==> config.mk <==
export PLATFORM = sky130hd
export DESIGN_NAME = nnts_dist_unit
export DESIGN_NICKNAME = d
export VERILOG_FILES = /design/src/rtl/core/nnts_pkg.sv /design/src/rtl/core/nnts_dist_unit.sv
export SDC_FILE = /design/constraint.sdc
export NUM_CORES = 2
export LEC_CHECK = 0
export ABC_AREA = 1
export BUFFER_PORTS_ARGS = -buffer_cell sky130_fd_sc_hd__buf_2
export CELL_PAD_IN_SITES_DETAIL_PLACEMENT = 1
export CELL_PAD_IN_SITES_GLOBAL_PLACEMENT = 1
export CORE_ASPECT_RATIO = 0.8
export CORE_MARGIN = 1.5
export CORE_UTILIZATION = 45
export DETAILED_ROUTE_END_ITERATION = 12
export PLACE_DENSITY = 0.86
export RECOVER_POWER = 50
export SETUP_SLACK_MARGIN = 0.2
export SYNTH_ARGS = -nofsm -noshare
export SYNTH_HDL_FRONTEND = slang
export SYNTH_SLANG_ARGS = --single-unit
export TNS_END_PERCENT = 5
==> constraint.sdc <==
create_clock -name clk -period 6.1 [get_ports clk]
set_input_delay 0.61 -clock clk [delete_from_list [all_inputs] [get_ports clk]]
set_output_delay 0.61 -clock clk [all_outputs]
set_load 0.02 [all_outputs]
==> src/rtl/core/nnts_pkg.sv <==
// shared constants and types for the nearest neighbor table search unit
`default_nettype none
package nnts_pkg;

  localparam int NNTS_TABLE_ENTRIES = 64;
  localparam int NNTS_FEATURES      = 8;

  localparam int VAL_W    = 24;
  localparam int DIFF_W   = VAL_W + 1;
  localparam int SQ_W     = 2 * VAL_W + 1;
  localparam int DIST_W   = 53;
  localparam int POS_W    = 3 * VAL_W;
  localparam int ENT_W    = 6;
  localparam int ELEM_W   = 3;
  localparam int KIND_W   = 2;
  localparam int CFG_AW   = 1;
  localparam int CFG_DW   = 7;
  localparam int EIU_W    = 7;
  localparam int FIU_W    = 4;

  localparam logic [DIST_W-1:0] DIST_MAX = {DIST_W{1'b1}};

  localparam logic [KIND_W-1:0] KIND_FEATURE  = 2'd0;
  localparam logic [KIND_W-1:0] KIND_POSITION = 2'd1;
  localparam logic [KIND_W-1:0] KIND_QUERY    = 2'd2;

  localparam logic [CFG_AW-1:0] CFG_ENTRIES  = 1'b0;
  localparam logic [CFG_AW-1:0] CFG_FEATURES = 1'b1;

  // control that travels with each feature beat through the distance pipeline
  typedef struct packed {
    logic valid;
    logic first_feat;
    logic last_feat;
    logic first_entry;
    logic last_entry;
  } tag_t;

endpackage
`default_nettype wire

==> src/rtl/core/nnts_dist_unit.sv <==
// shared subtract, square and saturating accumulate unit with running minimum
`default_nettype none
module nnts_dist_unit import nnts_pkg::*; #(
  parameter int TABLE_ENTRIES = NNTS_TABLE_ENTRIES,
  localparam int EIW          = (TABLE_ENTRIES > 1) ? $clog2(TABLE_ENTRIES) : 1
) (
  input  wire logic                    clk,
  input  wire logic                    rst,
  input  wire tag_t                    tag_in,
  input  wire logic signed [VAL_W-1:0] feat_rd,
  input  wire logic signed [VAL_W-1:0] query_rd,
  output logic                         search_done,
  output logic [EIW-1:0]               best_idx,
  output logic [DIST_W-1:0]            best_dist
);

  tag_t                     t1, t2, t3;
  logic signed [DIFF_W-1:0] diff;
  logic [SQ_W-1:0]          sq;
  logic [DIST_W-1:0]        acc;
  logic [DIST_W:0]          sum;
  logic                     dv, d_first, d_last;
  logic [EIW-1:0]           cnt;
  logic [EIW-1:0]           cur_idx;
  logic signed [2*DIFF_W-1:0] prod;

  always_ff @(posedge clk) begin
    if (rst) begin
      t1 <= '0;
      t2 <= '0;
      t3 <= '0;
    end else begin
      t1 <= tag_in;
      t2 <= t1;
      t3 <= t2;
    end
  end

  assign prod = diff * diff;
  assign sum  = {1'b0, acc} + (DIST_W + 1)'(sq);

  always_ff @(posedge clk) begin
    diff <= DIFF_W'(feat_rd) - DIFF_W'(query_rd);
    sq   <= SQ_W'(prod);
    if (t3.valid) begin
      if (t3.first_feat) begin
        acc <= DIST_W'(sq);
      end else if (sum[DIST_W]) begin
        acc <= DIST_MAX;
      end else begin
        acc <= sum[DIST_W-1:0];
      end
    end
  end

  always_ff @(posedge clk) begin
    if (rst) begin
      dv <= 1'b0;
    end else begin
      dv <= t3.valid && t3.last_feat;
    end
    d_first <= t3.first_entry;
    d_last  <= t3.last_entry;
  end

  assign cur_idx = d_first ? '0 : cnt + 1'b1;

  always_ff @(posedge clk) begin
    if (rst) begin
      search_done <= 1'b0;
    end else begin
      search_done <= dv && d_last;
    end
    if (dv) begin
      cnt <= cur_idx;
      if (d_first || acc < best_dist) begin
        best_dist <= acc;
        best_idx  <= cur_idx;
      end
    end
  end

endmodule
`default_nettype wire

==> impl_results.md <==
* Core box area at 77,400 um^2
* Final setup fails at 35
* 1st-iter DRT viols at 3,233
* Syn_nets at 5,433
* CTS Buf Count at 27
* Nets at 5,866
* Min-delay worst type: primary input to flip-flop
* Clk root buf: clkbuf_16
* Routed length on met1 at 54,700 um
* Final hold viol count at 0
* Skew-Pair Late Insertion Delay at 0.63 ns
* Setup CP Type: flip-flop to flip-flop
* Initial Util at 45.7%
* Post-synthesis register bit count at 210
* Routed length on met3 at 12,100 um
* Gr ovfl total at 0
* Ys async rst share at 0%
* DRC at 0
* Tmin final at 6.82 ns
* First-pass GRT wire length at 214,000 um
* Vias in the first global route at 36,800
* DR vias at 33,100
* Final ANT Viol Nets at 0
* Critical-path cell list: bufbuf_16 > nand2_1 > fa_1 > inv_1 > fa_1 > inv_1 > fa_1 > inv_1 > fa_2 > fa_1 > fa_1 > inv_1 > fa_1 > inv_2 > ha_4 > buf_6 > nand2_2 > o21ai_1 > a21oi_1 > buf_4 > nand2_1 > nand2_1 > nand3_1 > xor2_1
* Top FF cell, synth: edfxtp_1
* Sequential Area at 5430 um^2
* Clock Sinks at 210
* Worst Path Buf+Inv at 8
* CTS tree: yes
* Area delta synth->final at 20.2%
* Pin count of the biggest net entering global routing at 55
* Clock buffer depth at 3
* Yosys Warn Count at 0
* Critical Path AT at 7.33 ns
* Filler cells at 9,390
* Die Area at 80,400 um^2
* CP max FO at 7
* Seq/Total Area, Yosys at 15.2%
* Slowest CP cell: fa_1
* Clock Skew at 0.0420 ns
* Syn_area_per_cell at 7.87 um^2
* Dpl hpwl at 110,000 um
* H-tree Lvls at 1
* Synth Cell Area at 35,400 um^2
* Top cell by count, worst path: fa_1
* Peak Freq at 147 MHz
* Worst Tran Pin Value at 3.87 ns
* Min setup slack post-route at -0.721 ns
* Clk slew on worst S/H paths at 0.07 ns
* Yosys cell types at 53
* Status: complete, but fails checks
* DR WL/cell at 24.6 um
* Most frequent cells in the layout: 1,271 x inv_1, 984 x nand2_1, 554 x fa_1
* Top Layer Used: met4
* Final Max Slew Viols at 55
* Pre-Repair DR Iteration Count at 6
* Routed met2 length at 70,300 um
* Max_slew headroom at -158%
* Die Y at 254 um
* Initial antenna violation count at 2
* Post-Place Setup Slack at -0.550 ns
* Area of the multi-input gates at 26,000 um^2
* IO Count at 115
* Routability cong. at 0.958
* RSZ-0062 raised after global routing: true
* Fraction of layout instances using a drive strength above 1 at 18.1%
* Slowest Stage Delay on Critical Path at 0.71 ns
* Post-synth EDFFs at 118
* Violated checks: max-capacitance violations, max-slew violations, negative setup slack
* Commonest non-fill, non-tap cell in the layout: inv_1
* GR Util All Layers at 35.0%
* Die Wd at 317 um
* Max cap viols at 1
* Worst setup EP type: flip-flop
* Startpoint Class: flip-flop
* Crit-path leading delay family: adder cells
* IO Port Bufs at 114
* Post-Synthesis Cells at 4,500
* Final wirelength at 147,000 um
* Vias/cell at 5.54
* Critical Path RT at 6.61 ns
* FP Rows at 91
* Period utilization at 112%
==> cell usage after synthesis (all sizes together) (56+ instances only) <==
library cell	instances	area share [%]
nor2	346	4.1
edfxtp	118	10
o21ai	88	1.3
nand3	118	1.7
ha	279	9.9
a21oi	162	2.4
dfxtp	92	5.2
inv	1323	14
fa	599	34
xnor2	56	1.4
clkbuf	80	0.85
nand2	1034	11
==> what timing repair did <==
item | 4_1_cts | 5_1_grt
pin swaps | 91 | 83
gates resized for setup | 221 | 172
gates cloned | 4 | 2
setup endpoints to repair | 37 | 38
hold buffers | 0 | 0
setup buffers | 22 | 8
==> cell families after synthesis <==
logic type / Yosys count / share of synthesized area (%)
DFF: 210 / 15.2
adders and majority gates: 878 / 43.7
and+or+nand+nor: 1589 / 18.5
xor gates and xnor gates: 102 / 2.52
buffers and inverters: 1414 / 15.1
AOI/OAI and AO/OA: 307 / 4.90
==> layer usage <==
| metal | track usage [%] | up-vias |
|---|---|---|
| li1 | - | 14000 |
| met4 | 16.8 | 0 |
| met1 | 43.3 | 16500 |
| met5 | 0 | - |
| met3 | 5.55 | 657 |
| met2 | 59.7 | 1908 |
==> registers in the layout, indices dropped and copies added (netlist names), 5 cells and up <==
register	count
diff	25
t2	5
sq	48
best_idx	6
t1	5
t3	5
cnt	6
best_dist	53
acc	53
==> worst reg2reg max path: stages (launching register included) <==
cell and delay, ns:
dfxtp_4 0.40, bufbuf_16 0.31, nand2_1 0.11, fa_1 0.54, inv_1 0.05, fa_1 0.52
inv_1 0.12, fa_1 0.71, inv_1 0.12, fa_2 0.37, fa_1 0.51, fa_1 0.56
inv_1 0.09, fa_1 0.55, inv_2 0.07, ha_4 0.32, buf_6 0.13, nand2_2 0.10
o21ai_1 0.34, a21oi_1 0.14, buf_4 0.18, nand2_1 0.07, nand2_1 0.07, nand3_1 0.11
xor2_1 0.23
==> per-stage QoR <==
step	hold slack, ns	util (%)	area (um^2)	std cells	setup TNS, ns
2_1_floorplan	0.310	-	35500	4500	0
3_3_place_gp	0.312	51.5	39900	5891	-4.07
3_5_place_dp	0.318	51.5	39900	5891	-13.28
4_1_cts	0.181	54.1	41900	5967	-2.91
5_1_grt	0.210	55.0	42600	5977	-20.46
6_report	0.198	55.0	42600	5979	-15.19
==> layout make-up <==
type | instances | share of cell area [%]
Timing Repair Buffer | 491 | 9.32
Antenna cell | 2 | 0.0118
Tap cell | 1023 | 3.01
Clock buffer | 38 | 1.83
Inverter | 1327 | 11.8
Multi-Input combinational cell | 2876 | 61.1
Clock inverter | 12 | 0.250
Sequential cell | 210 | 12.8
==> path summary, 6_finish.rpt <==
path              to      start  cells after the start  slack [ns]
min            t1[2]  tag_in[2]                      3        0.20
min reg2reg  d_first      t3[1]                      0        0.33
max reg2reg   sq[41]   diff[16]                     24       -0.72
max           sq[41]   diff[16]                     24       -0.72
Power is not shown: default switching activity piles up to over one toggle a cycle in this logic, so the estimate is an artifact.
